### config.mk
export PLATFORM = sky130hd
export DESIGN_NAME = fss_coef_store
export DESIGN_NICKNAME = d
export VERILOG_FILES = /design/src/fourier_series_synthesizer_defines.svh /design/src/fss_pkg.sv /design/src/fss_coef_store.sv
export SDC_FILE = /design/constraint.sdc
export NUM_CORES = 1
export LEC_CHECK = 0
export BUFFER_PORTS_ARGS = -buffer_cell sky130_fd_sc_hd__buf_4
export CELL_PAD_IN_SITES_DETAIL_PLACEMENT = 1
export CELL_PAD_IN_SITES_GLOBAL_PLACEMENT = 2
export CORE_MARGIN = 5
export CORE_UTILIZATION = 45
export DETAILED_ROUTE_END_ITERATION = 16
export PLACE_DENSITY = 0.79
export SLEW_MARGIN = 20
export SYNTH_ARGS = -nofsm -noshare
export SYNTH_HDL_FRONTEND = slang
export SYNTH_SLANG_ARGS = --single-unit
### constraint.sdc
create_clock -name clk_i -period 1.5 [get_ports clk_i]
set_input_delay 0.075 -clock clk_i [delete_from_list [all_inputs] [get_ports clk_i]]
set_output_delay 0.075 -clock clk_i [all_outputs]
set_load 0.02 [all_outputs]
### src/fourier_series_synthesizer_defines.svh
// assertion macros shared by the synthesizer modules
`ifndef FOURIER_SERIES_SYNTHESIZER_DEFINES_SVH
`define FOURIER_SERIES_SYNTHESIZER_DEFINES_SVH

`ifndef SYNTH
// same-cycle implication, sampled on clk_i, off during reset
`define FSS_ASSERT_IMP(lbl, ante, cons, msg) \
  lbl: assert property (@(posedge clk_i) disable iff (!rst_ni) (ante) |-> (cons)) \
    else $error(msg);
// next-cycle implication
`define FSS_ASSERT_NXT(lbl, ante, cons, msg) \
  lbl: assert property (@(posedge clk_i) disable iff (!rst_ni) (ante) |=> (cons)) \
    else $error(msg);
`else
`define FSS_ASSERT_IMP(lbl, ante, cons, msg)
`define FSS_ASSERT_NXT(lbl, ante, cons, msg)
`endif

`endif

### src/fss_pkg.sv
package fss_pkg;

  localparam int MAX_HARMONIC = 15;
  localparam int POINTS       = 1024;

  localparam int STORE_DEPTH = 2 * MAX_HARMONIC + 1;
  localparam int IDX_W       = $clog2(STORE_DEPTH);
  localparam int PHASE_W     = $clog2(POINTS);
  localparam int ROM_DEPTH   = POINTS / 2 + 1;
  localparam int ROM_AW      = $clog2(ROM_DEPTH);

  localparam int COEF_W = 16;
  localparam int TRIG_W = 16;
  localparam int CNT_W  = 4;
  localparam int HARM_W = 5;
  localparam int T_W    = 11;
  localparam int OUT_W  = 32;
  localparam int PROD_W = COEF_W + TRIG_W;
  localparam int ACC_W  = PROD_W + 1 + $clog2(STORE_DEPTH);

  localparam longint unsigned TWO_PI_Q28 = 64'd1686629713;
  localparam int TAYLOR_TERMS = 24;

  typedef enum logic [1:0] {
    ST_IDLE,
    ST_RUN,
    ST_DRAIN
  } state_e;

  typedef enum logic {
    OP_LOAD = 1'b0,
    OP_EVAL = 1'b1
  } opcode_e;

  // sequencer to multiply-accumulate unit
  typedef struct packed {
    logic clr;
    logic issue;
    logic fin;
  } ctl_t;

  typedef logic [ROM_DEPTH-1:0][2*TRIG_W-1:0] rom_t;

  // cos/sin of 2*pi*p/POINTS in q1.14, {cos, sin}, via q28 taylor series
  function automatic logic [2*TRIG_W-1:0] trig_entry(input int unsigned p);
    longint unsigned x, term, q, mag_c, mag_s;
    longint c, s;
    logic [TRIG_W-1:0] rc, rs;
    x    = (64'(p) * TWO_PI_Q28) / POINTS;
    term = 64'd1 << 28;
    c    = 0;
    s    = 0;
    for (int k = 0; k < TAYLOR_TERMS; k++) begin
      if (k > 0) begin
        q = (term * x) >> 28;
        case (k)
          1: term = q / 1;    2: term = q / 2;    3: term = q / 3;    4: term = q / 4;
          5: term = q / 5;    6: term = q / 6;    7: term = q / 7;    8: term = q / 8;
          9: term = q / 9;    10: term = q / 10;  11: term = q / 11;  12: term = q / 12;
          13: term = q / 13;  14: term = q / 14;  15: term = q / 15;  16: term = q / 16;
          17: term = q / 17;  18: term = q / 18;  19: term = q / 19;  20: term = q / 20;
          21: term = q / 21;  22: term = q / 22;  23: term = q / 23;
          default: term = q;
        endcase
      end
      case (k & 3)
        0: c = c + longint'(term);
        1: s = s + longint'(term);
        2: c = c - longint'(term);
        default: s = s - longint'(term);
      endcase
    end
    mag_c = (c < 0) ? 64'(-c) : 64'(c);
    mag_s = (s < 0) ? 64'(-s) : 64'(s);
    rc = TRIG_W'((mag_c + 64'd8192) >> 14);
    rs = TRIG_W'((mag_s + 64'd8192) >> 14);
    if (c < 0) rc = -rc;
    if (s < 0) rs = -rs;
    return {rc, rs};
  endfunction

  // first half period; the second half mirrors it with sin negated
  function automatic rom_t build_rom();
    rom_t r;
    for (int i = 0; i < ROM_DEPTH; i++) begin
      r[i] = trig_entry(unsigned'(i));
    end
    return r;
  endfunction

endpackage

### src/fss_coef_store.sv
module fss_coef_store
  import fss_pkg::*;
(
  input  logic                 clk_i,
  input  logic                 rst_ni,
  input  logic                 we_i,
  input  logic [IDX_W-1:0]     wr_idx_i,
  input  logic [2*COEF_W-1:0]  wr_data_i,
  input  logic [IDX_W-1:0]     rd_idx_i,
  output logic [2*COEF_W-1:0]  rd_data_o
);

  logic [2*COEF_W-1:0] mem_q [STORE_DEPTH];
  logic [2*COEF_W-1:0] rd_q;

  // entries clear to zero on reset
  always_ff @(posedge clk_i or negedge rst_ni) begin
    if (!rst_ni) begin
      for (int i = 0; i < STORE_DEPTH; i++) begin
        mem_q[i] <= '0;
      end
    end else if (we_i) begin
      mem_q[wr_idx_i] <= wr_data_i;
    end
  end

  always_ff @(posedge clk_i) begin
    rd_q <= mem_q[rd_idx_i];
  end

  assign rd_data_o = rd_q;

endmodule

==> key figures <==
Outcome
  • Status: complete, but fails checks
  • Violated checks: negative setup slack

Place
  • RD Place Congestion: 0.809
  • IO buf count: 76
  • DP HPWL: 90000 µm
  • Placed Area: 50700 µm²

Synth
  • Top-area cell type share of the netlist area: 53.6%
  • Synth top area cells: dfrtp_1 (54%), mux2_2 (23%), mux2i_1 (7.6%)
  • Commonest cells in the netlist: dfrtp_1 (992), mux2_2 (926), mux2i_1 (352)
  • Warnings, synthesis: 0
  • EDFF count, synth: 0
  • Ys async rst share: 96.9%
  • Synthesized Nets: 3269
  • Most frequent cell after synthesis: dfrtp_1
  • Post-synthesis cell type count: 37
  • Sequential-to-total area share from yosys stat: 55.0%
  • Post-Syn Area per Cell: 14.4 µm²
  • Yosys reg bits: 1024
  • Synth area leader: dfrtp_1
  • Most used DFF post-synth: dfrtp_1
  • Cells after Synth: 3224
  • Mapped cell area: 46300 µm²

Finish
  • Post-route cell area: 54500 µm²
  • Layout cell share with drive strength beyond 1: 45.8%
  • Net count of the finished layout: 3496
  • Fin util: 53.5%
  • Area Overhead vs Synth: 17.7%

Critical path
  • Crit Path Class: flip-flop to flip-flop
  • Slowest CP cell: mux4_2
  • Startpoint Class: flip-flop
  • Critical Path Max Stage Delay: 0.48 ns
  • Crit-path cells: mux4_2 -> o211ai_1 -> buf_4 -> a211oi_2
  • Worst-path maximum fanout: 2
  • WP data arrival: 2.09 ns
  • Crit end category: flip-flop
  • Worst endpoint required time: 2.03 ns

Pwr
  • Total Power: 74400 µW
  • Power Density: 1360 nW/µm²
  • Comb power frac: 16.4%
  • VDD IR max: 1.25 mV
  • Static Leak: 0.0251 µW
  • Sw frac: 25.8%
  • Switching pwr: 19200 µW
  • Clock share of power: 35.5%
  • P_int: 55200 µW
  • Sequential Power Share: 48.2%

STA
  • Worst Tran Pin Value: 0.679 ns
  • Min cycle time layout: 1.56 ns
  • RSZ-0062 raised after global routing: yes
  • Final hold vios: 0
  • Final Setup Violations: 1
  • Slew headroom: 54.5%
  • Slew Limit Fails: 0
  • Setup Skew: 0.0197 ns
  • Setup TNS: -0.0611 ns
  • Setup slack after layout: -0.0611 ns
  • Fmax: 0.641 GHz
  • Tcrit/Tclk final: 104%

Clock network
  • Sink Count: 1024
  • CTS tree: done
  • H-Tree Depth: 3
  • CTS Buffer Depth: 3
  • Inserted Clock Buffers: 108
  • Clock slew at reported path FFs: 0.06 ns
  • Root buffer cell: clkbuf_16
  • Clock Latency Late Sink: 0.68 ns

Drt
  • DR pass1 iterations: 5
  • Residual DRC: 0
  • Final WL: 139000 µm
  • DR vias: 28900
  • Detail Route Antenna Nets: 0
  • Routed length per instance: 28.3 µm
  • Number of vias per cell: 5.89
  • Number of DRC markers in iteration 0: 1409

Flow run
  • Max-Cap Viols: 0

Die
  • Std-Cell Rows: 117
  • Initial Utilization: 45.4%
  • Die Y: 331 µm
  • Die Area: 109000 µm²
  • Placeable Area: 102000 µm²
  • Die W: 331 µm
  • IO Pins: 77

Worst hold path
  • HP Class: input port to flip-flop

Global routing
  • Vias in the first global route: 33300
  • Antenna violations before repair: 2
  • Tot GR Track Use: 25.8%
  • Largest net degree at the start of global routing: 94
  • Total grt overflow: 0
  • First-pass GRT wire length: 214000 µm
==> power by group through the flow <==
stage                     clock network [µW]  registers (µW)  logic [µW]
after floorplan                            0           35300        8280
after global placement                     0           35700       11400
after detailed placement                   0           36300       12100
after CTS                              26900           35900       12300
after global routing                   28100           36400       13300
final                                  26400           35900       12200
==> flip-flops by register name (all words and copies together), names as in the netlist <==
name	count
mem_q	992
rd_data_o	32
==> path summary, 6_finish.rpt <==
kind	start	slack (ns)	cells after the start	to
max	mem_q[480]	-0.06	4	rd_data_o[0]
min	rd_idx_i[0]	0.04	4	rd_data_o[10]
max reg2reg	mem_q[480]	-0.06	4	rd_data_o[0]
min reg2reg	mem_q[573]	0.49	1	mem_q[573]
max in group asynchronous	rst_ni	0.52	3	mem_q[145]
min in group asynchronous	rst_ni	0.18	3	mem_q[109]
==> cells by family after synthesis <==
group	synth area share [%]
buffers and inverters	4.14
and+or+nand+nor	1.89
muxes	34.0
DFF	55.0
AOI/OAI and AO/OA	4.97
==> area by class of cell <==
cell class | count | area (µm²)
well taps | 1368 | 1710
diodes | 1 | 2.50
fillers | 9769 | 47500
clock buffers | 174 | 3240
inverters | 32 | 120
repair buffers | 432 | 4730
clock inverters | 25 | 233
flip-flops and latches | 1024 | 25500
multi-input cells | 1853 | 19000
==> metal layers <==
metal | up-vias | GRT usage [%] | wire length [µm]
li1 | 12300 | - | -
met1 | 15800 | 32.1 | 57200
met2 | 512 | 46.1 | 71900
met3 | 263 | 3.09 | 3850
met4 | 0 | 9.90 | 6000
met5 | - | 0 | 0
==> worst max-delay path, delay by kind of cell (launching register included) <==
kind	cells	cell delay [ns]
compound gates	2	0.40
buf+inv	1	0.17
flops	1	0.38
mux	1	0.48
==> what timing repair did <==
item	4_1_cts	5_1_grt
endpoints found under the setup margin	3	3
gates resized for setup	1	0
setup buffers	0	1
pin swaps	0	2
hold buffers	38	0
endpoints found under the hold margin	1991	0
==> cells in the final DEF (no fill, tap or decap), types with 2 or more instances in the layout <==
| master | n |
|---|---|
| a211oi_1 | 4 |
| a211oi_2 | 28 |
| a21oi_1 | 31 |
| buf_12 | 109 |
| buf_4 | 281 |
| buf_8 | 4 |
| bufinv_16 | 4 |
| clkbuf_1 | 40 |
| clkbuf_16 | 111 |
| clkbuf_8 | 23 |
| clkinv_2 | 19 |
| dfrtp_1 | 992 |
| dfxtp_1 | 32 |
| dlygate4sd3_1 | 38 |
| inv_1 | 32 |
| mux2_1 | 34 |
| mux2_2 | 926 |
| mux2i_1 | 352 |
| mux4_2 | 64 |
| nand2_1 | 33 |
| nand2_2 | 18 |
| nand2b_2 | 4 |
| nand3_1 | 2 |
| nand3b_1 | 4 |
| nor2_4 | 15 |
| nor3_1 | 65 |
| nor3b_2 | 3 |
| o211ai_1 | 32 |
| o21ai_0 | 32 |
| o221ai_1 | 64 |
| o22ai_1 | 128 |
| or2_2 | 4 |
==> metrics by stage <==
stage / hold WS [ns] / setup WS, ns / instances
2_1_floorplan: -0.221 / 0.121 / 3224
5_1_grt: 0.0529 / -0.114 / 4909
3_5_place_dp: 0.00460 / -0.453 / 4670
4_1_cts: 0.0147 / -0.0798 / 4907
6_report: 0.0432 / -0.0611 / 4909
3_3_place_gp: 0.00299 / -0.441 / 4670
Power figures use the tool's default switching activity.
