`config.mk`:
```
export PLATFORM = sky130hd
export DESIGN_NAME = fss_cmac
export DESIGN_NICKNAME = d
export VERILOG_FILES = /design/src/fss_pkg.sv /design/src/fss_cmac.sv
export VERILOG_INCLUDE_DIRS = /design/src /design/src/src
export SDC_FILE = /design/constraint.sdc
export NUM_CORES = 2
export LEC_CHECK = 0
export BUFFER_PORTS_ARGS = -buffer_cell sky130_fd_sc_hd__clkbuf_2
export CORE_MARGIN = 2
export CORE_UTILIZATION = 50
export CTS_BUF_LIST = sky130_fd_sc_hd__clkbuf_2
export CTS_CLUSTER_SIZE = 24
export DETAILED_ROUTE_END_ITERATION = 6
export GPL_TIMING_DRIVEN = 1
export PLACE_DENSITY = 0.69
export SYNTH_ARGS = -nofsm -noshare
export SYNTH_HDL_FRONTEND = slang
export SYNTH_SLANG_ARGS = --single-unit
```
`constraint.sdc`:
```
create_clock -name clk_i -period 3 [get_ports clk_i]
set_clock_uncertainty 0.05 [all_clocks]
set_input_delay 0.45 -clock clk_i [delete_from_list [all_inputs] [get_ports clk_i]]
set_output_delay 0.45 -clock clk_i [all_outputs]
set_load 0.02 [all_outputs]
```
`src/fourier_series_synthesizer_defines.svh`:
```
// assertion macros shared by the synthesizer modules
`ifndef FOURIER_SERIES_SYNTHESIZER_DEFINES_SVH
`define FOURIER_SERIES_SYNTHESIZER_DEFINES_SVH

`ifndef SYNTH
// same-cycle implication, sampled on clk_i, off during reset
`define FSS_ASSERT_IMP(lbl, ante, cons, msg) \
  lbl: assert property (@(posedge clk_i) disable iff (!rst_ni) (ante) |-> (cons)) \
    else $error(msg);
// next-cycle implication
`define FSS_ASSERT_NXT(lbl, ante, cons, msg) \
  lbl: assert property (@(posedge clk_i) disable iff (!rst_ni) (ante) |=> (cons)) \
    else $error(msg);
`else
`define FSS_ASSERT_IMP(lbl, ante, cons, msg)
`define FSS_ASSERT_NXT(lbl, ante, cons, msg)
`endif

`endif

```
`src/fss_pkg.sv`:
```
package fss_pkg;

  localparam int MAX_HARMONIC = 15;
  localparam int POINTS       = 1024;

  localparam int STORE_DEPTH = 2 * MAX_HARMONIC + 1;
  localparam int IDX_W       = $clog2(STORE_DEPTH);
  localparam int PHASE_W     = $clog2(POINTS);
  localparam int ROM_DEPTH   = POINTS / 2 + 1;
  localparam int ROM_AW      = $clog2(ROM_DEPTH);

  localparam int COEF_W = 16;
  localparam int TRIG_W = 16;
  localparam int CNT_W  = 4;
  localparam int HARM_W = 5;
  localparam int T_W    = 11;
  localparam int OUT_W  = 32;
  localparam int PROD_W = COEF_W + TRIG_W;
  localparam int ACC_W  = PROD_W + 1 + $clog2(STORE_DEPTH);

  localparam longint unsigned TWO_PI_Q28 = 64'd1686629713;
  localparam int TAYLOR_TERMS = 24;

  typedef enum logic [1:0] {
    ST_IDLE,
    ST_RUN,
    ST_DRAIN
  } state_e;

  typedef enum logic {
    OP_LOAD = 1'b0,
    OP_EVAL = 1'b1
  } opcode_e;

  // sequencer to multiply-accumulate unit
  typedef struct packed {
    logic clr;
    logic issue;
    logic fin;
  } ctl_t;

  typedef logic [ROM_DEPTH-1:0][2*TRIG_W-1:0] rom_t;

  // cos/sin of 2*pi*p/POINTS in q1.14, {cos, sin}, via q28 taylor series
  function automatic logic [2*TRIG_W-1:0] trig_entry(input int unsigned p);
    longint unsigned x, term, q, mag_c, mag_s;
    longint c, s;
    logic [TRIG_W-1:0] rc, rs;
    x    = (64'(p) * TWO_PI_Q28) / POINTS;
    term = 64'd1 << 28;
    c    = 0;
    s    = 0;
    for (int k = 0; k < TAYLOR_TERMS; k++) begin
      if (k > 0) begin
        q = (term * x) >> 28;
        case (k)
          1: term = q / 1;    2: term = q / 2;    3: term = q / 3;    4: term = q / 4;
          5: term = q / 5;    6: term = q / 6;    7: term = q / 7;    8: term = q / 8;
          9: term = q / 9;    10: term = q / 10;  11: term = q / 11;  12: term = q / 12;
          13: term = q / 13;  14: term = q / 14;  15: term = q / 15;  16: term = q / 16;
          17: term = q / 17;  18: term = q / 18;  19: term = q / 19;  20: term = q / 20;
          21: term = q / 21;  22: term = q / 22;  23: term = q / 23;
          default: term = q;
        endcase
      end
      case (k & 3)
        0: c = c + longint'(term);
        1: s = s + longint'(term);
        2: c = c - longint'(term);
        default: s = s - longint'(term);
      endcase
    end
    mag_c = (c < 0) ? 64'(-c) : 64'(c);
    mag_s = (s < 0) ? 64'(-s) : 64'(s);
    rc = TRIG_W'((mag_c + 64'd8192) >> 14);
    rs = TRIG_W'((mag_s + 64'd8192) >> 14);
    if (c < 0) rc = -rc;
    if (s < 0) rs = -rs;
    return {rc, rs};
  endfunction

  // first half period; the second half mirrors it with sin negated
  function automatic rom_t build_rom();
    rom_t r;
    for (int i = 0; i < ROM_DEPTH; i++) begin
      r[i] = trig_entry(unsigned'(i));
    end
    return r;
  endfunction

endpackage

```
`src/fss_cmac.sv`:
```
`include "fourier_series_synthesizer_defines.svh"

module fss_cmac
  import fss_pkg::*;
(
  input  logic                      clk_i,
  input  logic                      rst_ni,
  input  ctl_t                      ctl_i,
  input  logic [2*COEF_W-1:0]       coef_i,
  input  logic signed [TRIG_W-1:0]  cos_i,
  input  logic signed [TRIG_W-1:0]  sin_i,
  output logic                      pipe_busy_o,
  output logic signed [OUT_W-1:0]   point_x_o,
  output logic signed [OUT_W-1:0]   point_y_o,
  output logic                      point_valid_o
);

  localparam int WIDE_W     = ACC_W + 4;
  localparam int ROUND_HALF = 8192;

  logic v1_q, v2_q;
  logic signed [COEF_W-1:0] cr, ci;
  logic signed [PROD_W-1:0] rc_q, is_q, rs_q, ic_q;
  logic signed [ACC_W-1:0]  acc_re_q, acc_im_q;
  logic signed [OUT_W-1:0]  x_q, y_q;
  logic                     valid_q;

  // times ten, round off the 14 fraction bits of the q1.14 trig values, saturate to signed 32 bits
  function automatic logic signed [OUT_W-1:0] round_sat(input logic signed [ACC_W-1:0] a);
    logic signed [WIDE_W-1:0] w, v, hi, lo;
    w  = WIDE_W'(a);
    v  = ((w <<< 3) + (w <<< 1) + WIDE_W'(ROUND_HALF)) >>> 14;
    hi = (WIDE_W'(1) <<< (OUT_W - 1)) - WIDE_W'(1);
    lo = -(WIDE_W'(1) <<< (OUT_W - 1));
    if (v > hi) return hi[OUT_W-1:0];
    if (v < lo) return lo[OUT_W-1:0];
    return v[OUT_W-1:0];
  endfunction

  assign cr = coef_i[2*COEF_W-1:COEF_W];
  assign ci = coef_i[COEF_W-1:0];

  always_ff @(posedge clk_i or negedge rst_ni) begin
    if (!rst_ni) begin
      v1_q    <= 1'b0;
      v2_q    <= 1'b0;
      valid_q <= 1'b0;
    end else begin
      v1_q    <= ctl_i.issue;
      v2_q    <= v1_q;
      valid_q <= ctl_i.fin;
    end
  end

  // product stage
  always_ff @(posedge clk_i) begin
    rc_q <= cr * cos_i;
    is_q <= ci * sin_i;
    rs_q <= cr * sin_i;
    ic_q <= ci * cos_i;
  end

  // accumulate stage
  always_ff @(posedge clk_i) begin
    if (ctl_i.clr) begin
      acc_re_q <= '0;
      acc_im_q <= '0;
    end else if (v2_q) begin
      acc_re_q <= acc_re_q + ACC_W'(rc_q) - ACC_W'(is_q);
      acc_im_q <= acc_im_q + ACC_W'(rs_q) + ACC_W'(ic_q);
    end
  end

  always_ff @(posedge clk_i) begin
    if (ctl_i.fin) begin
      x_q <= round_sat(acc_re_q);
      y_q <= round_sat(acc_im_q);
    end
  end

  assign pipe_busy_o   = v1_q | v2_q;
  assign point_x_o     = x_q;
  assign point_y_o     = y_q;
  assign point_valid_o = valid_q;

  `FSS_ASSERT_IMP(a_clr_empty, ctl_i.clr, !v1_q && !v2_q, "clear while terms in flight")
  `FSS_ASSERT_NXT(a_fin_strobe, ctl_i.fin, point_valid_o, "finish without result strobe")
  `FSS_ASSERT_NXT(a_single_strobe, point_valid_o, !point_valid_o, "result strobe repeated")

endmodule

```
==> results.py <==
metrics = {
    "run_status": {
        "violations": "setup timing",
        "status": "complete, but fails checks",
    },
    "critical_path": {
        "reg2reg_slack_ns": -0.53,
        "crit_arrival_ns": 6.15,
        "crit_required_ns": 3.91,
        "endpoint_kind": "flop",
        "worst-path-max-fanout": 5,
        "start_kind": "input port",
        "worstSetupPathType": "input port to flop",
    },
    "grt": {
        "grt_max_degree": 77,
        "grt_pass1_wl_um": 244000,
        "antenna_found_initial": 8,
        "grt_util_all_layers": 0.274,
        "grt_pass1_vias": 47500,
        "grt.overflow.total": 0,
    },
    "routing": {
        "avgViaCountPerCell": 5.21,
        "drt_iter0_markers": 2987,
        "num_vias": 45100,
        "dr.pass1.iters": 5,
        "drc": 0,
        "wirelength_um": 159000,
        "drtAntennaViolNets": 0,
        "drt-wirelength-per-cell_um": 18.4,
    },
    "sta": {
        "max_freq_ghz": 0.191,
        "hold_viol": 0,
        "period_share": 1.75,
        "worst_pin_slew_ns": 0.695,
        "finalSetupViolations": 169,
        "slew_violations": 0,
        "worst_slack_ns": -2.24,
        "maxSlewHeadroom": 0.537,
        "fin_crit_ns": 5.24,
        "holdWs_ns": 0.187,
        "rsz0062_at_grt": "true",
    },
    "clocking": {
        "insertion_delay_ns": 1.18,
        "clk_path_buf_depth": 3,
        "cts-root-buf": "clkbuf_2",
        "cts_tree": "done",
        "clkSlewWorstSetupHoldPaths_ns": 0.12,
        "cts_buffers": 78,
        "cts.sinks": 265,
        "htreeDepth": 3,
    },
    "die": {
        "io_pins": 135,
        "core_area_um2": 110000,
        "die_area_um2": 113000,
        "start_util": 0.502,
        "die_w_um": 337,
        "chipHeight_um": 337,
        "rows": 122,
    },
    "yosys": {
        "yosys.area.top_type_share": 0.406,
        "synth_nets": 7673,
        "synthMostInstantiatedCell": "inv_1",
        "synth_warnings": 0,
        "netlist_area_um2": 55300,
        "ys_seq_elements": 265,
        "synthTopCellsByArea": "fa_1 (41%), ha_1 (12%), inv_1 (8.9%)",
        "synthCells": 5935,
        "synthDistinctLibCells": 91,
        "ys_top_cells_by_count": "inv_1 (1316), fa_1 (1123), nand2_1 (559)",
        "async_flop_share": 0.0113,
        "synth_ff_type": "dfxtp_1",
        "synth-edff-count": 58,
        "synth.largest_area_cell": "fa_1",
        "syn_avg_cell_area_um2": 9.33,
        "yosysSeqAreaShare": 0.107,
    },
    "place": {
        "place.gp.congestion": 0.918,
        "dp_hpwl_um": 123000,
        "portBuffers": 134,
    },
    "finish": {
        "nets": 8846,
        "final_layout_size_suffix_gt1_frac": 0.317,
        "nFillCells": 8139,
        "syn_to_final_growth_pct": 33.0,
    },
    "run": {
        "max-cap-violations": 0,
    },
    "hold_path": {
        "hold_class": "input port to flop",
    },
}
==> flip-flops by register name (all words and copies together) (netlist names) <==
signal         cells
ic_q              32
point_y_o         29
acc_re_q          38
point_x_o         29
v2_q               1
rc_q              32
rs_q              32
point_valid_o      1
v1_q               1
is_q              32
acc_im_q          38
==> cell usage in the layout (no fill, tap or decap), drive strengths merged, types with 34 or more instances in the layout <==
master | netlist | layout
inv | 1317 | 1318
buf | 12 | 1179
fa | 1123 | 1123
nand2 | 559 | 559
ha | 546 | 546
and2 | 507 | 507
nor2 | 232 | 232
clkbuf | 219 | 224
dfxtp | 204 | 204
a21oi | 193 | 193
xnor2 | 172 | 172
o21ai | 112 | 112
a21o | 97 | 97
xor2 | 68 | 68
edfxtp | 58 | 58
nand2b | 48 | 48
nor3 | 47 | 47
o21a | 40 | 40
nand3 | 36 | 36
a211oi | 34 | 34
==> timing repair <==
action | 4_1_cts | 5_1_grt
buffers inserted | 87 | 132
pin swaps | 237 | 490
hold buffers | 19 | 0
setup endpoints to repair | 185 | 200
gates resized for setup | 385 | 720
cloned | 7 | 9
hold endpoints to repair | 94 | 0
==> metal layers <==
layer,part of all wire,global-route usage,vias up
li1,-,-,20500
met1,0.41,0.364,22900
met2,0.48,0.449,1446
met3,0.074,0.0515,323
met4,0.041,0.0943,6
met5,0.00020,0,-
==> final timing paths <==
kind,end,cells after the start,start
worst max register to register,acc_re_q[30]$_SDFFE_PP0P_,16,acc_re_q[12]$_SDFFE_PP0P_
worst min-delay path,point_valid_o$_DFF_PN0_,3,ctl_i[0]
max in group asynchronous,v2_q$_DFF_PN0_,4,rst_ni
worst min register to register,v2_q$_DFF_PN0_,0,v1_q$_DFF_PN0_
min in group asynchronous,v2_q$_DFF_PN0_,4,rst_ni
worst max-delay path,is_q[31]$_DFF_P_,23,coef_i[11]
==> cells by family after synthesis <==
logic type,count (synthesis),share of synthesized area
AO/OA/AOI/OAI,636,0.0767
XOR/XNOR,240,0.0380
adder cells (fa/ha/maj),1669,0.530
buffers and inverters,1549,0.106
flip-flops,265,0.107
multiplexers,33,0.00597
AND/OR/NAND/NOR,1543,0.138
==> worst max-delay path, stage by stage <==
cell and delay, ns:
buf_8 0.10, buf_12 0.13, and2_4 0.14, fa_1 0.54
inv_1 0.06, fa_1 0.46, fa_1 0.53, inv_2 0.04
fa_1 0.51, fa_1 0.50, inv_1 0.05, fa_1 0.49
inv_2 0.04, ha_4 0.24, a21oi_4 0.14, o21ai_2 0.08
or3_1 0.32, o211ai_1 0.28, a21oi_2 0.13, a221o_1 0.42
a21oi_2 0.21, a21oi_2 0.08, xnor2_1 0.19
==> per-stage QoR <==
step	instances	worst slack [ns]	setup TNS (ns)	util	instance area, um2
3_5_place_dp	8313	-3.54	-314.38	0.602	66300
6_report	8659	-2.24	-170.32	0.668	73600
3_3_place_gp	8313	-3.46	-304.06	0.602	66300
2_1_floorplan	5935	-2.86	-206.37	-	57400
5_1_grt	8656	-2.29	-185.02	0.668	73600
4_1_cts	8542	-2.15	-159.47	0.632	69700
==> layout make-up <==
| type | instances | area, um2 | share of cell area |
|---|---|---|---|
| multi-input cells | 4121 | 48000 | 0.653 |
| repair buffers | 1324 | 12000 | 0.163 |
| flip-flops and latches | 265 | 6000 | 0.0816 |
| inverters | 1318 | 4950 | 0.0673 |
| well taps | 1488 | 1860 | 0.0253 |
| clock buffers | 101 | 505 | 0.00687 |
| clock inverters | 36 | 236 | 0.00321 |
| diodes | 6 | 15.0 | 0.000204 |
Power is left out: the tool's default activity adds up to more than one toggle a clock period on the data nets, which glitch-free logic cannot reach.
