**src/fourier_series_synthesizer_defines.svh**
```systemverilog
// assertion macros shared by the synthesizer modules
`ifndef FOURIER_SERIES_SYNTHESIZER_DEFINES_SVH
`define FOURIER_SERIES_SYNTHESIZER_DEFINES_SVH

`ifndef SYNTH
// same-cycle implication, sampled on clk_i, off during reset
`define FSS_ASSERT_IMP(lbl, ante, cons, msg) \
  lbl: assert property (@(posedge clk_i) disable iff (!rst_ni) (ante) |-> (cons)) \
    else $error(msg);
// next-cycle implication
`define FSS_ASSERT_NXT(lbl, ante, cons, msg) \
  lbl: assert property (@(posedge clk_i) disable iff (!rst_ni) (ante) |=> (cons)) \
    else $error(msg);
`else
`define FSS_ASSERT_IMP(lbl, ante, cons, msg)
`define FSS_ASSERT_NXT(lbl, ante, cons, msg)
`endif

`endif

```
**src/fss_pkg.sv**
```systemverilog
package fss_pkg;

  localparam int MAX_HARMONIC = 15;
  localparam int POINTS       = 1024;

  localparam int STORE_DEPTH = 2 * MAX_HARMONIC + 1;
  localparam int IDX_W       = $clog2(STORE_DEPTH);
  localparam int PHASE_W     = $clog2(POINTS);
  localparam int ROM_DEPTH   = POINTS / 2 + 1;
  localparam int ROM_AW      = $clog2(ROM_DEPTH);

  localparam int COEF_W = 16;
  localparam int TRIG_W = 16;
  localparam int CNT_W  = 4;
  localparam int HARM_W = 5;
  localparam int T_W    = 11;
  localparam int OUT_W  = 32;
  localparam int PROD_W = COEF_W + TRIG_W;
  localparam int ACC_W  = PROD_W + 1 + $clog2(STORE_DEPTH);

  localparam longint unsigned TWO_PI_Q28 = 64'd1686629713;
  localparam int TAYLOR_TERMS = 24;

  typedef enum logic [1:0] {
    ST_IDLE,
    ST_RUN,
    ST_DRAIN
  } state_e;

  typedef enum logic {
    OP_LOAD = 1'b0,
    OP_EVAL = 1'b1
  } opcode_e;

  // sequencer to multiply-accumulate unit
  typedef struct packed {
    logic clr;
    logic issue;
    logic fin;
  } ctl_t;

  typedef logic [ROM_DEPTH-1:0][2*TRIG_W-1:0] rom_t;

  // cos/sin of 2*pi*p/POINTS in q1.14, {cos, sin}, via q28 taylor series
  function automatic logic [2*TRIG_W-1:0] trig_entry(input int unsigned p);
    longint unsigned x, term, q, mag_c, mag_s;
    longint c, s;
    logic [TRIG_W-1:0] rc, rs;
    x    = (64'(p) * TWO_PI_Q28) / POINTS;
    term = 64'd1 << 28;
    c    = 0;
    s    = 0;
    for (int k = 0; k < TAYLOR_TERMS; k++) begin
      if (k > 0) begin
        q = (term * x) >> 28;
        case (k)
          1: term = q / 1;    2: term = q / 2;    3: term = q / 3;    4: term = q / 4;
          5: term = q / 5;    6: term = q / 6;    7: term = q / 7;    8: term = q / 8;
          9: term = q / 9;    10: term = q / 10;  11: term = q / 11;  12: term = q / 12;
          13: term = q / 13;  14: term = q / 14;  15: term = q / 15;  16: term = q / 16;
          17: term = q / 17;  18: term = q / 18;  19: term = q / 19;  20: term = q / 20;
          21: term = q / 21;  22: term = q / 22;  23: term = q / 23;
          default: term = q;
        endcase
      end
      case (k & 3)
        0: c = c + longint'(term);
        1: s = s + longint'(term);
        2: c = c - longint'(term);
        default: s = s - longint'(term);
      endcase
    end
    mag_c = (c < 0) ? 64'(-c) : 64'(c);
    mag_s = (s < 0) ? 64'(-s) : 64'(s);
    rc = TRIG_W'((mag_c + 64'd8192) >> 14);
    rs = TRIG_W'((mag_s + 64'd8192) >> 14);
    if (c < 0) rc = -rc;
    if (s < 0) rs = -rs;
    return {rc, rs};
  endfunction

  // first half period; the second half mirrors it with sin negated
  function automatic rom_t build_rom();
    rom_t r;
    for (int i = 0; i < ROM_DEPTH; i++) begin
      r[i] = trig_entry(unsigned'(i));
    end
    return r;
  endfunction

endpackage

```
**src/fss_ctrl.sv**
```systemverilog
`include "fourier_series_synthesizer_defines.svh"

module fss_ctrl
  import fss_pkg::*;
(
  input  logic                     clk_i,
  input  logic                     rst_ni,
  input  logic                     start,
  output logic                     busy,
  input  logic                     opcode_i,
  input  logic signed [HARM_W-1:0] harmonic_i,
  input  logic [T_W-1:0]           sample_index_i,
  input  logic                     cfg_we_i,
  input  logic [CNT_W-1:0]         cfg_data_i,
  input  logic                     pipe_busy_i,
  output ctl_t                     ctl_o,
  output logic                     load_we_o,
  output logic [IDX_W-1:0]         load_idx_o,
  output logic [IDX_W-1:0]         rd_idx_o,
  output logic [PHASE_W-1:0]       phase_o
);

  localparam logic signed [HARM_W-1:0] K_MAX = HARM_W'(MAX_HARMONIC);
  localparam logic signed [HARM_W-1:0] K_MIN = -K_MAX;

  state_e               state_q, state_d;
  logic [CNT_W-1:0]     cnt_q;
  logic [CNT_W-1:0]     n_q, n_d;
  logic [PHASE_W-1:0]   t_q, t_d;
  logic [HARM_W-1:0]    k_q, k_d;
  logic [PHASE_W-1:0]   phase_q, phase_d;
  logic                 in_range;

  assign in_range   = (harmonic_i >= K_MIN) && (harmonic_i <= K_MAX);
  assign load_idx_o = IDX_W'(harmonic_i + K_MAX);
  assign rd_idx_o   = IDX_W'(k_q + HARM_W'(MAX_HARMONIC));
  assign phase_o    = phase_q;
  assign busy       = state_q != ST_IDLE;

  always_ff @(posedge clk_i or negedge rst_ni) begin
    if (!rst_ni) begin
      state_q <= ST_IDLE;
      cnt_q   <= CNT_W'(1);
      n_q     <= '0;
      t_q     <= '0;
      k_q     <= '0;
      phase_q <= '0;
    end else begin
      state_q <= state_d;
      if (cfg_we_i) cnt_q <= cfg_data_i;
      n_q     <= n_d;
      t_q     <= t_d;
      k_q     <= k_d;
      phase_q <= phase_d;
    end
  end

  always_comb begin
    state_d   = state_q;
    n_d       = n_q;
    t_d       = t_q;
    k_d       = k_q;
    phase_d   = phase_q;
    ctl_o     = '0;
    load_we_o = 1'b0;
    case (state_q)
      ST_IDLE: begin
        if (start) begin
          if (opcode_i == OP_EVAL) begin
            n_d       = (cnt_q > CNT_W'(MAX_HARMONIC)) ? CNT_W'(MAX_HARMONIC) : cnt_q;
            t_d       = sample_index_i[PHASE_W-1:0];
            // first term is k = -n, phase -(n*t) mod period
            k_d       = HARM_W'(0) - HARM_W'(n_d);
            phase_d   = PHASE_W'(0) - PHASE_W'(n_d * t_d);
            ctl_o.clr = 1'b1;
            state_d   = ST_RUN;
          end else begin
            load_we_o = in_range;
          end
        end
      end
      ST_RUN: begin
        ctl_o.issue = 1'b1;
        if (k_q == HARM_W'(n_q)) begin
          state_d = ST_DRAIN;
        end else begin
          k_d     = k_q + HARM_W'(1);
          phase_d = phase_q + t_q;
        end
      end
      ST_DRAIN: begin
        if (!pipe_busy_i) begin
          ctl_o.fin = 1'b1;
          state_d   = ST_IDLE;
        end
      end
      default: begin
        state_d = ST_IDLE;
      end
    endcase
  end

  `FSS_ASSERT_IMP(a_k_bound, state_q == ST_RUN, ($signed(k_q) <= $signed({1'b0, n_q})) && ($signed(k_q) >= -$signed({1'b0, n_q})), "harmonic index out of range")
  `FSS_ASSERT_IMP(a_phase_step, (state_q == ST_RUN) && $past(state_q == ST_RUN), phase_q == PHASE_W'($past(phase_q) + $past(t_q)), "phase step lost")
  `FSS_ASSERT_NXT(a_eval_start, start && !busy && (opcode_i == OP_EVAL), state_q == ST_RUN, "evaluate not started")

endmodule

```
**config.mk**
```make
export PLATFORM = sky130hd
export DESIGN_NAME = fss_ctrl
export DESIGN_NICKNAME = d
export VERILOG_FILES = /design/src/fss_pkg.sv /design/src/fss_ctrl.sv
export VERILOG_INCLUDE_DIRS = /design/src /design/src/src
export SDC_FILE = /design/constraint.sdc
export NUM_CORES = 1
export LEC_CHECK = 0
export BUFFER_PORTS_ARGS = -buffer_cell sky130_fd_sc_hd__clkbuf_2
export CAP_MARGIN = 10
export CORE_MARGIN = 4
export CORE_UTILIZATION = 45
export DETAILED_ROUTE_END_ITERATION = 8
export HOLD_SLACK_MARGIN = 0.02
export PLACE_DENSITY = 0.78
export RECOVER_POWER = 50
export SLEW_MARGIN = 0
export SYNTH_ARGS = -nofsm -noshare
export SYNTH_HDL_FRONTEND = slang
export SYNTH_SLANG_ARGS = --single-unit
export TNS_END_PERCENT = 10
```
**constraint.sdc**
```tcl
create_clock -name clk_i -period 5.56 [get_ports clk_i]
set_input_delay 0.834 -clock clk_i [delete_from_list [all_inputs] [get_ports clk_i]]
set_output_delay 0.834 -clock clk_i [all_outputs]
set_load 0.05 [all_outputs]
```
==> impl_metrics.json <==
{
  "status": "finished, violations left",
  "violations": "capacitance limit, slew limit",
  "synth_adder_area_share_pct": 22.0,
  "synth_cells": 355,
  "cts_post_setup_buffers_inserted": 0,
  "routabilityCongestion": 0.880,
  "layout_commonest_cell": "sky130_fd_sc_hd__clkbuf_2",
  "cts.repair.resized": 0,
  "timing.critical_path.cells": "clkbuf_2 -> nand2_1 -> fa_1 -> fa_1 -> ha_1 -> ha_1 -> a21o_1 -> a21oi_1 -> nand2_1 -> o31ai_1 -> xnor2_1 -> a221oi_2",
  "grt_first_pass_wirelength_mm": 12.3,
  "fin_total_pwr_uw": 2290,
  "fmaxAchievable_mhz": 273,
  "detailed_place_hpwl_mm": 5.27,
  "drt_wl_total_mm": 7.07,
  "firstDrtPassIters": 4,
  "num_antenna_cells": 0,
  "detailroute.via_count": 2592,
  "final.fill_count": 641,
  "final_net_count": 470,
  "post_synth_main_area_contributors": "sky130_fd_sc_hd__dfrtp_1, sky130_fd_sc_hd__ha_1, sky130_fd_sc_hd__fa_1, sky130_fd_sc_hd__mux2_2, sky130_fd_sc_hd__nand2_1",
  "fin_cells": 494,
  "register_area_um2": 877,
  "critical_path.slowest_cell": "sky130_fd_sc_hd__fa_1",
  "grt_remaining_overflow": 0,
  "postCtsHoldBufs": 0,
  "insertion_delay_ns": 0.29,
  "cts_tree": "done",
  "via_count_of_the_first_global_routing_pass": 2705,
  "initial_core_util_pct": 46.3,
  "hold_path.class": "flip-flop to flip-flop",
  "antenna_found_initial": 0,
  "synthXorXnorAreaFrac_pct": 7.24,
  "dpl_cell_area_um2": 3440,
  "clock_sink_count": 35,
  "clk_pin_slew_ns": 0.08,
  "total_negative_setup_slack_ns": 0,
  "final_period_minus_worst_setup_slack_ns": 3.67,
  "crit_fanout": 5,
  "synth.lib_cells_used.distinct": 47,
  "critical_path_required_ns": 5.77,
  "largest_net_degree_at_the_start_of_global_routing": 36,
  "mostFrequentLayoutCells": "sky130_fd_sc_hd__clkbuf_2, sky130_fd_sc_hd__nand2_1, sky130_fd_sc_hd__inv_1, sky130_fd_sc_hd__dfrtp_1, sky130_fd_sc_hd__ha_1",
  "synth_top_family_by_area": "adder cells",
  "multiInputGateArea_um2": 2050,
  "synth-seq-area-share_pct": 27.9,
  "dp_cells": 486,
  "cts_root_buffer": "sky130_fd_sc_hd__clkbuf_8",
  "drc": 0,
  "timing.reg2reg.setup_slack_ns": 1.89,
  "io_pins": 51,
  "total_leakage_power_uw": 0.00167,
  "power_density_nw_per_um2": 644,
  "yosysTopAreaCellShare_pct": 27.1,
  "design.die.area_um2": 8390,
  "cts-root-to-sink-buffers": 2,
  "slew_headroom_pct": -28.0,
  "rsz0062_at_grt": "false",
  "ys_warn_count": 0,
  "end_kind": "flip-flop",
  "count_of_flip_flops_with_a_built_in_enable_after_synthesis": 0,
  "grt_util_all_layers_pct": 17.9,
  "synthMuxAreaShare_pct": 5.33,
  "cts_htree_levels": 2,
  "synth_to_layout_area_growth_pct": 12.8,
  "synth_compound_area_share_pct": 14.5,
  "timing.critical_path.from_type": "input pin",
  "synthesis.area_um2": 3140,
  "synthSimpleGateAreaFrac_pct": 16.1,
  "worst_ep_arrival_time_ns": 3.87,
  "yosys_register_bits": 35,
  "syn-num-nets": 428,
  "max_cap_violations": 1,
  "core_area_um2": 6790,
  "timing.final.setup_violations": 0,
  "netlist.top_cell.by_area": "sky130_fd_sc_hd__dfrtp_1",
  "drt-vias-per-instance": 5.25,
  "drive_gt1_share_pct": 18.8,
  "postSynth.asyncResetShare_pct": 100,
  "max_slew_violation_count": 36,
  "placement_rows": 30,
  "buffer_ports.inserted": 49,
  "design_area_um2": 3550,
  "iter_0_drt_violations": 251,
  "synth_flop_cell": "sky130_fd_sc_hd__dfrtp_1",
  "syn_area_per_cell_um2": 8.86,
  "slowest_delay_ns": 0.53,
  "fin_crit_sh_pct": 65.9,
  "worst_pin_slew_ns": 1.92,
  "hold_viol_final": 0,
  "die_x_extent_um": 91.6,
  "postRouteAntennaNets": 0,
  "setup.worst_path.class": "input pin to flip-flop",
  "wl_per_cell_um": 14.3,
  "irDropWorstVdd_uv": 270,
  "timing.clock.skew_ns": 0.0101,
  "cts_made_buffers": 5,
  "dieHeight_um": 91.6,
  "final.hold.worst_slack_ns": 0.522
}
## final timing paths
check / startpoint / cells after the start / end
setup / recovery: sample_index_i[2] / 12 / phase_o[9]
hold / removal: t_q[7] / 1 / t_q[7]
setup reg to reg: cnt_q[2] / 11 / phase_o[9]
hold reg to reg: t_q[7] / 1 / t_q[7]
max in group asynchronous: rst_ni / 1 / t_q[6]
min in group asynchronous: rst_ni / 1 / cnt_q[2]
## flip-flops by register name, indices dropped and copies added, names as in the netlist
register / cells
phase_o: 10
t_q: 10
k_q: 5
cnt_q: 4
n_q: 4
state_q: 2
## logic make-up after synthesis
logic type / after synthesis
adders and majority gates: 47
buffers and inverters: 52
muxes: 15
AOI/OAI and AO/OA: 74
xor gates and xnor gates: 26
DFF: 35
and+or+nand+nor: 106
## worst max-delay path: cells and delay by family
| family | cells | cell delay (ns) |
|---|---|---|
| simple gates | 2 | 0.19 |
| fa+ha+maj | 4 | 1.69 |
| xor+xnor | 1 | 0.16 |
| compound gates | 4 | 0.86 |
| buf+inv | 1 | 0.14 |
## cells in the mapped netlist (all sizes together) (6+ instances only)
master / n
nand2: 42
inv: 37
dfrtp: 34
ha: 33
o21ai: 24
a21oi: 23
nor2: 21
fa: 14
mux2: 14
xnor2: 14
and2: 12
xor2: 12
buf: 10
nor3: 9
nand3: 6
## metal layers
layer	track usage (%)	wire length [um]	vias up
li1	-	-	1277
met1	23.4	3130	1238
met2	30.1	3480	68
met3	3.40	356	9
met4	4.90	99	0
met5	0	0	-
## per-stage QoR
stage | utilization, % | setup slack, ns
after floorplan | - | 0.729
after global placement | 50.6 | 1.60
after detailed placement | 50.6 | 1.59
after CTS | 52.3 | 1.89
after global routing | 52.2 | 1.62
final | 52.2 | 1.89
## cell type report
type,count,area share [%]
clock buffers,5,1.94
well taps,96,3.39
clock inverters,3,1.24
repair buffers,50,6.95
inverters,37,3.92
multi-input cells,268,57.8
flip-flops and latches,35,24.7
## report_power, final
group	internal, uW	switching (uW)	total (uW)	leakage, uW
clock network	133	99.0	233	0.0000581
logic	581	975	1560	0.00121
registers	377	120	497	0.000411
(Power assumes the default switching activity.)
